**src/design/glpf_cell.sv**
```systemverilog
// one cell of the row delay chain: a slot of the row above and of the row two above
// no package dependency
`default_nettype none

module glpf_cell #(
   parameter int VALUE_BITS = 16,
   parameter int INDEX      = 0
) (
   input  wire logic                         clock,
   input  wire logic                         reset,
   input  wire logic                         clear,
   input  wire logic                         shift,
   input  wire logic [8:0]                   column_count,
   input  wire logic signed [VALUE_BITS-1:0] entry_one,
   input  wire logic signed [VALUE_BITS-1:0] entry_two,
   input  wire logic                         nb_valid,
   input  wire logic signed [VALUE_BITS-1:0] nb_one,
   input  wire logic signed [VALUE_BITS-1:0] nb_two,
   output logic                              cell_valid,
   output logic signed [VALUE_BITS-1:0]      cell_one,
   output logic signed [VALUE_BITS-1:0]      cell_two
);

   logic                         valid_ff, valid_in;
   logic signed [VALUE_BITS-1:0] one_ff, one_in;
   logic signed [VALUE_BITS-1:0] two_ff, two_in;
   logic                         is_entry;

   // new words join the chain at the cell that ends the active row length
   assign is_entry = (32'(column_count) == 32'(INDEX + 1));

   always_comb begin
      valid_in = is_entry ? 1'b1      : nb_valid;
      one_in   = is_entry ? entry_one : nb_one;
      two_in   = is_entry ? entry_two : nb_two;
   end

   always_ff @(posedge clock) begin
      if (reset || clear) begin
         valid_ff <= 1'b0;
      end else if (shift) begin
         valid_ff <= valid_in;
      end
   end

   always_ff @(posedge clock) begin
      if (shift) begin
         one_ff <= one_in;
         two_ff <= two_in;
      end
   end

   // an empty slot reads as the zero border
   assign cell_valid = valid_ff;
   assign cell_one   = valid_ff ? one_ff : '0;
   assign cell_two   = valid_ff ? two_ff : '0;

endmodule

`default_nettype wire

```
**config.mk**
```make
export PLATFORM = sky130hd
export DESIGN_NAME = glpf_cell
export DESIGN_NICKNAME = d
export VERILOG_FILES = /design/src/design/glpf_cell.sv
export SDC_FILE = /design/constraint.sdc
export NUM_CORES = 1
export LEC_CHECK = 0
export BUFFER_PORTS_ARGS = -buffer_cell sky130_fd_sc_hd__buf_4
export CAP_MARGIN = 20
export CORE_MARGIN = 2
export CORE_UTILIZATION = 46
export DETAILED_ROUTE_END_ITERATION = 8
export PLACE_DENSITY = 0.85
export SYNTH_ARGS = -nofsm -noshare
export SYNTH_HDL_FRONTEND = slang
export SYNTH_SLANG_ARGS = --single-unit
```
**constraint.sdc**
```tcl
create_clock -name clock -period 2.8 [get_ports clock]
set_input_delay 0.56 -clock clock [delete_from_list [all_inputs] [get_ports clock]]
set_output_delay 0.56 -clock clock [all_outputs]
set_load 0.005 [all_outputs]
```
==> run summary <==
The run finished with clean final reports. Summed over all layers, the routed wires come to 3925 um. The critical path's slowest cell is sky130_fd_sc_hd__dfxtp_1. The core region is 0.003661 sq mm. Compared with the post-synthesis result, the final layout area differs by 52.20%.

The global routing usage on met3 was 0.06814. The critical path is of the reg -> out type. In this run the tool buffered the top-level ports with 110 buffer cells. The clock drives 33 sinks. The clock latency of the later-clocked register in the worst-skew pair is 0.28 ns. Along the worst hold path, the cell count comes to 4.

For this design the static power due to leakage is 1.311 nW. Sorting the synthesized cells by area gives the leading types as sky130_fd_sc_hd__edfxtp_1, sky130_fd_sc_hd__mux2_4, sky130_fd_sc_hd__and2_1. Fill cells in the final layout number 259.

Of all nets on the critical path, the largest fanout is 34. Met1 usage in global routing: 0.1741. Clock buffer count from CTS: 5.

Adding up every negative setup slack in the final design gives 0 ns. The run gives 0.5560 as the fraction of the yosys area taken by sequential cells. The start of the worst register-to-register path is cell_valid. The average cell area after synthesis is 15.89 sq um. Area of the mapped netlist: 0.001764 sq mm. The number of hold-slack violations in the final timing report was 0; the register bit count reported by yosys was 33.

The number of antenna violations at the first check in global routing was 0; the sequential power share was 0.542. Summing over every cut layer, the via total after detailed routing is 1287. The number of buffers added for setup after CTS came out at 0.

The critical path goes through and2_1, buf_4. The total global routing overflow is 0. In this run the horizontal extent of the chip is 65.93 um. The endpoint identified for the worst register-to-register timing path is cell_valid.

The internal portion of the total power is 0.8814 mW. For this run, the top clock speed supported by timing is 481.6 MHz. Synthesis produced a netlist with a net count of 189. Synthesis handed over a netlist of 111 instances.

The share of total power in combinational logic is 0.152, and the share of the synthesized area in the top cell type is 0.5447. The deepest clock path buffer count is 2. STA classifies the critical path endpoint as an output port. The via count of the first global-routing pass is 1363. TritonCTS built the clock tree. The peak-usage layer in the global routing report is met2. Measured along the y axis, the die boundary spans 65.93 um. For the wire length of the first global-routing pass, the log shows 5837 um. The tools report the cell chosen for the clock root as sky130_fd_sc_hd__clkbuf_8.

The clock share of power came out at 0.306. The layout cell share with drive strength beyond 1 was 0.6682; the max-capacitance violation count was 0. The number of different library cells used by synthesis comes to 14. The path with the worst hold slack has its endpoint at cell_valid. For the count of inserted antenna diode cells, the log shows 0. At the worst endpoint, the arrival time is 1.52 ns.

In this run the worst hold path is classified as in -> reg. The layout net count was 300; the die footprint was 0.004347 sq mm. The global-route met2 utilization came out at 0.3485. The logs give 0 for the number of slew-limit violations in the final report and 22 for the floorplan row count. Setup violations remaining at the end of the flow were counted as 0.

For this run, design rule violations remaining after detail routing come to 0. The placer congestion estimate is 0.7781, and the power density over the cells is 409.3 mW/mm^2. The relative slew slack was 0.4439; the warning count from the yosys run was 0. The worst reg2reg path depth was 2. The first TritonRoute pass finished after 4 iterations. The total global routing track utilization is 0.1891, and the final clock period utilization by the worst path is 0.7416.

The logs give 0 ns for the clock skew after layout and 0.4819 for the initial core utilization. The net switching power came out at 0.2175 mW. For the worst setup path, the data required time is 2.24 ns. The remaining antenna violation count after routing is 0.

Sorting the synthesized cells by how often they occur yields sky130_fd_sc_hd__and2_1, sky130_fd_sc_hd__edfxtp_1, sky130_fd_sc_hd__mux2_4. In the final layout, flip-flops and latches occupy 980.9 sq um. The share of flip-flops with an asynchronous set or reset was 0.

Setup repair after global routing left no endpoint under its margin. For the finished layout, the period the worst path requires is 2.077 ns. The first routing iteration left 37 violations.

Summing all multi-input logic gate instances after layout gives 734.5 sq um. The tools report the largest net degree at the start of global routing as 35. The most used flip-flop cell after synthesis was sky130_fd_sc_hd__edfxtp_1. The post-cts repair resize count was 0.

The register-to-register path setup slack is 1.50 ns, and the largest stage delay on the critical path is 0.86 ns. After clock tree synthesis, the flow added hold-fix buffers numbering 0. The startpoint identified for the worst hold timing path is reset.

For the core occupancy in the finished layout, the log shows 0.7334. For the pin with the worst max-slew slack, the measured transition is 0.8330 ns. The kind of start point of the critical path is a flop. The largest area contributor in the netlist is sky130_fd_sc_hd__edfxtp_1. The worst-case IR drop observed on VDD is 0.2716 mV.

The total number of H-tree levels was 2; the ratio of routed vias to standard cells was 4.749. The clock transition time at the flip-flop clock pins of the worst setup and hold paths came out at 0.06 ns. Number of enable-type register cells in the synthesized netlist: 32. I/O pin count: 111. Dividing the detail-routed wire length by the instance count gives 14.48 um.

The switching power as a share of total power works out to 0.1979.
## registers in the layout, summed over array words and instances, names as in the netlist
name / flops
one_ff: 16
cell_valid: 1
two_ff: 16
## cell families after synthesis
family / Yosys count / share of synthesized area
compound gates: 2 / 0.006383
simple gates: 37 / 0.1440
buf+inv: 7 / 0.02766
flops: 33 / 0.5560
mux: 32 / 0.2660
## through the flow
stage	hold WS (ns)	area [sq um]	power, mW	setup slack [ns]	instances
5_1_grt	0.5411	2685	1.143	0.5456	271
4_1_cts	0.5256	2685	1.112	0.6952	271
3_3_place_gp	0.8202	2605	0.7668	0.5485	263
6_report	0.5266	2685	1.099	0.7234	271
3_5_place_dp	0.8248	2605	0.7754	0.4655	263
2_1_floorplan	0.5745	1764	0.6519	1.056	111
## metal layers
layer / routed length [um] / part of all wire / up-vias
li1: - / - / 620
met1: 1330 / 0.34 / 587
met2: 2095 / 0.53 / 71
met3: 385 / 0.098 / 9
met4: 114 / 0.029 / 0
met5: 0 / 0 / -
## how the worst max path moves through the flow
stage	startpoint	end	slack, ns	cells after the start
after CTS	cell_valid	cell_two[9]	0.70	2
after global placement	column_count[1]	one_ff[10]	0.55	4
final	cell_valid	cell_two[9]	0.72	2
after detailed placement	column_count[1]	one_ff[2]	0.47	4
after floorplan	column_count[1]	one_ff[10]	1.06	4
after global routing	cell_valid	cell_one[6]	0.55	2
## cell type report
class                   count  share of cell area
multi-input cells          71              0.2735
flip-flops and latches     33              0.3653
clock buffers               8             0.02982
well taps                  48             0.02237
repair buffers            110              0.3075
inverters                   1            0.001398
## cell usage in the layout (no fill, tap or decap)
master / count
sky130_fd_sc_hd__buf_4: 110
sky130_fd_sc_hd__and2_1: 32
sky130_fd_sc_hd__edfxtp_1: 32
sky130_fd_sc_hd__mux2_4: 29
sky130_fd_sc_hd__clkbuf_8: 5
sky130_fd_sc_hd__mux2_2: 3
sky130_fd_sc_hd__clkbuf_1: 3
sky130_fd_sc_hd__nor2_1: 2
sky130_fd_sc_hd__nor4_4: 1
sky130_fd_sc_hd__nor3b_1: 1
sky130_fd_sc_hd__nand3_4: 1
sky130_fd_sc_hd__inv_1: 1
sky130_fd_sc_hd__o21ai_0: 1
sky130_fd_sc_hd__a31oi_1: 1
sky130_fd_sc_hd__dfxtp_1: 1
## critical path, delay by kind of cell, from the launching register on
family,cells,cell delay [ns]
flops,1,0.86
simple gates,1,0.26
buf+inv,1,0.12
## power by group through the flow
stage	registers, mW	clock network, mW	logic, mW
2_1_floorplan	0.600	0	0.0520
3_3_place_gp	0.605	0	0.162
3_5_place_dp	0.607	0	0.168
4_1_cts	0.597	0.347	0.169
5_1_grt	0.600	0.364	0.179
6_report	0.596	0.336	0.167
No activity file was read; power rests on OpenSTA's default activity.
