File: config.mk
export PLATFORM = sky130hd
export DESIGN_NAME = glpf_out_queue
export DESIGN_NICKNAME = d
export VERILOG_FILES = /design/src/design/glpf_pkg.sv /design/src/design/glpf_out_queue.sv
export SDC_FILE = /design/constraint.sdc
export NUM_CORES = 1
export LEC_CHECK = 0
export ABC_AREA = 1
export BUFFER_PORTS_ARGS = -buffer_cell sky130_fd_sc_hd__buf_2
export CORE_MARGIN = 2
export CORE_UTILIZATION = 25
export CTS_CLUSTER_DIAMETER = 100
export CTS_CLUSTER_SIZE = 8
export DETAILED_ROUTE_END_ITERATION = 6
export PLACE_DENSITY_LB_ADDON = 0.3
export SYNTH_ARGS = -nofsm -noshare
export SYNTH_HDL_FRONTEND = slang
export SYNTH_SLANG_ARGS = --single-unit
export TNS_END_PERCENT = 30
File: constraint.sdc
create_clock -name clock -period 2.9 [get_ports clock]
set_input_delay 0.58 -clock clock [delete_from_list [all_inputs] [get_ports clock]]
set_output_delay 0.58 -clock clock [all_outputs]
set_load 0.005 [all_outputs]
File: src/design/glpf_pkg.sv
// shared types, constants and helpers for the grid local peak finder
// no dependencies
`default_nettype none

package glpf_pkg;

   localparam int ConfigBits = 9;
   localparam int RowLimit   = 256;
   localparam int CoordBits  = 8;
   localparam int QueueDepth = 2;

   typedef enum logic {
      REG_ROW_COUNT    = 1'b0,
      REG_COLUMN_COUNT = 1'b1
   } reg_index_type;

   typedef struct packed {
      logic [CoordBits-1:0] row;
      logic [CoordBits-1:0] column;
   } peak_type;

   // zero reads as one, anything above the limit reads as the limit
   function automatic logic [ConfigBits-1:0] clamp_count(input logic [ConfigBits-1:0] raw,
                                                          input int unsigned limit);
      logic [31:0] wide;
      wide = 32'(raw);
      if (raw == '0) begin
         return ConfigBits'(1);
      end
      if (wide > limit) begin
         return ConfigBits'(limit);
      end
      return raw;
   endfunction

endpackage

`default_nettype wire

File: src/design/glpf_out_queue.sv
// two-entry result queue between the detector and the result channel
// depends on glpf_pkg for the peak type and depth
`default_nettype none

module glpf_out_queue (
   input  wire logic               clock,
   input  wire logic               reset,
   input  wire logic               push,
   input  wire glpf_pkg::peak_type push_item,
   output logic                    full,
   output logic                    rsp_valid,
   input  wire logic               rsp_stall,
   output glpf_pkg::peak_type      rsp_item
);
   import glpf_pkg::*;

   localparam int PtrBits   = $clog2(QueueDepth);
   localparam int CountBits = $clog2(QueueDepth + 1);

   peak_type             slot_ff [QueueDepth];
   logic [PtrBits-1:0]   rd_ptr_ff, rd_ptr_in;
   logic [PtrBits-1:0]   wr_ptr_ff, wr_ptr_in;
   logic [CountBits-1:0] count_ff, count_in;
   logic                 pop;

   assign pop = (count_ff != '0) && !rsp_stall;

   always_comb begin
      rd_ptr_in = rd_ptr_ff;
      wr_ptr_in = wr_ptr_ff;
      count_in  = count_ff;
      if (pop) begin
         rd_ptr_in = rd_ptr_ff + 1'b1;
      end
      if (push) begin
         wr_ptr_in = wr_ptr_ff + 1'b1;
      end
      if (push && !pop) begin
         count_in = count_ff + 1'b1;
      end else if (pop && !push) begin
         count_in = count_ff - 1'b1;
      end
   end

   always_ff @(posedge clock) begin
      if (reset) begin
         rd_ptr_ff <= '0;
         wr_ptr_ff <= '0;
         count_ff  <= '0;
      end else begin
         rd_ptr_ff <= rd_ptr_in;
         wr_ptr_ff <= wr_ptr_in;
         count_ff  <= count_in;
      end
   end

   always_ff @(posedge clock) begin
      if (push) begin
         slot_ff[wr_ptr_ff] <= push_item;
      end
   end

   assign full      = (count_ff == CountBits'(QueueDepth));
   assign rsp_valid = (count_ff != '0);
   assign rsp_item  = slot_ff[rd_ptr_ff];

endmodule

`default_nettype wire

==> metrics.md <==
| Metric | Value |
|---|---|
| Slowest Stage Delay on Critical Path | `460 ps` |
| Clk root buf | `clkbuf_8` |
| Worst endpoint data arrival time | `1540 ps` |
| Mapped Area | `1445 µm²` |
| Diodes inserted | `0` |
| Leakage | `0.7356 nW` |
| CP startpoint kind | `flip-flop` |
| Max-Slew Margin vs Limit | `55.54%` |
| Syn avg cell area | `16.80 µm²` |
| Pwr dens | `646.4 nW/µm²` |
| Flop pwr share | `54.5%` |
| Die H | `80.03 µm` |
| Layout cells sized above 1 | `46.56%` |
| Max cap viols | `0` |
| R2R setup slack | `1510 ps` |
| Register area share after synthesis | `73.42%` |
| Final net count | `151` |
| Post CTS Setup Buffer Count | `0` |
| Largest net degree at the start of global routing | `18` |
| Outcome | `finished, final reports clean` |
| Worst R2R End | `slot_ff[0][8]` |
| Worst Path Max Fanout | `11` |
| Antenna-violating nets left | `0` |
| Total Routing Usage GR | `8.311%` |
| GRT overflow | `0` |
| First-pass GRT wire length | `3822 µm` |
| Yosys top cell area share | `66.49%` |
| Core area | `5540 µm²` |
| WS Path Type | `reg2out` |
| Cts bufs inserted | `5` |
| 1st-pass router iterations | `4` |
| Psw | `257.8 µW` |
| P_int | `901.9 µW` |
| Register Area | `1061 µm²` |
| Vias in the first global route | `836` |
| RSZ-0062 raised after global routing | `false` |
| Multi-input logic area | `319.1 µm²` |
| Count of hold-fix buffers inserted at cts | `0` |
| FILL cells | `573` |
| Area grow syn2layout | `24.16%` |
| Gpl congestion | `0.6236` |
| Max Fclk | `472.6 MHz` |
| CTS clk-pin slew, worst paths | `60 ps` |
| Leading area contributor after synthesis | `edfxtp_1` |
| Clock power frac | `30.4%` |
| Via Count | `808` |
| Final setup viols | `0` |
| Unique masters post-synth | `15` |
| Skew-Pair Late Insertion Delay | `280 ps` |
| Syn Inst Count | `86` |
| Final wirelength | `2511 µm` |
| CP Capture Type | `primary output` |
| Std-Cell Rows | `27` |
| Hold Slack | `483.8 ps` |
| Residual DRC count | `0` |
| Sw Ratio | `22.23%` |
| Setup TNS | `0 ps` |
| FF-to-FF Start | `wr_ptr_ff` |
| Die area | `6405 µm²` |
| Vias/cell | `3.980` |
| Main area contributors after synthesis | `edfxtp_1, mux2_4, dfxtp_1` |
| Max Root-Sink Buffers | `2` |
| Top-level port count | `38` |
| Critical Path RT | `2320 ps` |
| Die width | `80.03 µm` |
| Critical path's top delay family | `flip-flops` |
| VDD IR max | `0.0002432 V` |
| Avg WL per Cell | `12.37 µm` |
| First DRT Iteration DRCs | `24` |
| HPWL after DPL | `1875 µm` |
| Net Count, Synth | `107` |
| Final Hold Vio Count | `0` |
| Tmin final | `2116 ps` |
| Yosys reg bits | `37` |
| Worst Hold End | `wr_ptr_ff` |
| Hold Startpoint | `reset` |
| Htree depth | `2` |
| Clock sinks | `37` |
| WHS Path Cells | `2` |
| Setup Skew | `2.501 ps` |
| Period utilization | `72.96%` |
| Worst Tran Pin Value | `666.1 ps` |
| Starting Density | `26.08%` |
| Worst path slowest cell | `dfxtp_1` |
| TritonCTS clock tree | `done` |
| Cell Chain, Critical Path | `buf_4, mux2_2, buf_2` |
| HP Class | `in2reg` |
| Initial antenna violation count | `0` |
| Worst path bufs/invs | `2` |
| Util after Layout | `32.38%` |
| PostCTS Resize Cnt | `0` |
| Ys Warns | `0` |
| I/O Buffers | `37` |
| Fin. max-slew vios | `0` |
| Comb pwr share | `15.1%` |
| Worst R2R Path Depth | `2` |
## kinds of logic (layout without fill, tap and decap cells)
logic type / after synthesis / in the layout / synth area share (%)
DFF: 37 / 37 / 73.42
buffers and inverters: 11 / 56 / 4.502
muxes: 16 / 16 / 15.06
AOI/OAI and AO/OA: 3 / 3 / 1.039
and+or+nand+nor: 18 / 18 / 5.108
adders and majority gates: 1 / 1 / 0.8657
## layer usage
metal	share of wire (%)	track usage [%]	vias to the layer above
met5	0	0	-
li1	-	-	394
met4	1.5	4.068	0
met2	49	13.83	28
met3	6.5	3.733	6
met1	43	8.914	380
## registers in the layout (all words and copies together), names as in the netlist, named ones only
register and flops:
rd_ptr_ff 1, count_ff 2, wr_ptr_ff 1, slot_ff 32
## cells in the mapped netlist
library cell	n
a21oi_1	2
buf_12	1
buf_6	1
dfxtp_1	5
edfxtp_1	32
ha_1	1
inv_1	9
mux2_2	6
mux2_4	10
nand2_1	8
nand3_1	2
nand4_1	1
nor2_1	6
nor3_1	1
o21ai_0	1
## cell type report
cell class | instances | area share [%]
tap | 72 | 5.021
clock buffer | 8 | 5.021
sequential | 37 | 59.14
inverter | 9 | 1.883
multi-input combinational | 38 | 17.78
timing repair buffer | 39 | 11.16
## how the worst max path moves through the flow
stage               cells past startpoint            end       from  slack [ps]
floorplan                               2  slot_ff[0][0]       push        1210
global placement                        3    rsp_item[2]  flip-flop        1090
detailed placement                      3    rsp_item[2]  flip-flop        1060
CTS                                     3    rsp_item[2]  flip-flop         760
global route                            3    rsp_item[2]  flip-flop         680
finish                                  3    rsp_item[2]  flip-flop         780
## power by group through the flow
| stage | registers, mW | clock network (mW) | logic [mW] |
|---|---|---|---|
| 3_3_place_gp | 0.641 | 0 | 0.174 |
| 4_1_cts | 0.632 | 0.368 | 0.180 |
| 5_1_grt | 0.635 | 0.389 | 0.195 |
| 2_1_floorplan | 0.636 | 0 | 0.123 |
| 6_report | 0.632 | 0.352 | 0.176 |
| 3_5_place_dp | 0.643 | 0 | 0.179 |
## stage by stage
stage               instance area (µm²)  cells  power (mW)  setup WS [ps]
finish                             1794    203       1.160          784.2
global route                       1794    203       1.219          683.5
CTS                                1794    203       1.180          755.2
detailed placement                 1704    195      0.8228           1059
global placement                   1704    195      0.8151           1087
floorplan                          1445     86      0.7595           1210
## cell usage in the layout (no fill, tap or decap)
| cell type | netlist | layout |
|---|---|---|
| dfxtp_1 | 5 | 5 |
| a21oi_1 | 2 | 2 |
| clkbuf_1 | 0 | 2 |
| mux2_2 | 6 | 6 |
| buf_4 | 0 | 2 |
| nand4_1 | 1 | 1 |
| nand2_1 | 8 | 8 |
| inv_1 | 9 | 9 |
| o21ai_0 | 1 | 1 |
| clkbuf_8 | 0 | 6 |
| buf_2 | 0 | 37 |
| ha_1 | 1 | 1 |
| nor2_1 | 6 | 6 |
| nor3_1 | 1 | 1 |
| edfxtp_1 | 32 | 32 |
| mux2_4 | 10 | 10 |
| nand3_1 | 2 | 2 |
(Power assumes the default switching activity.)
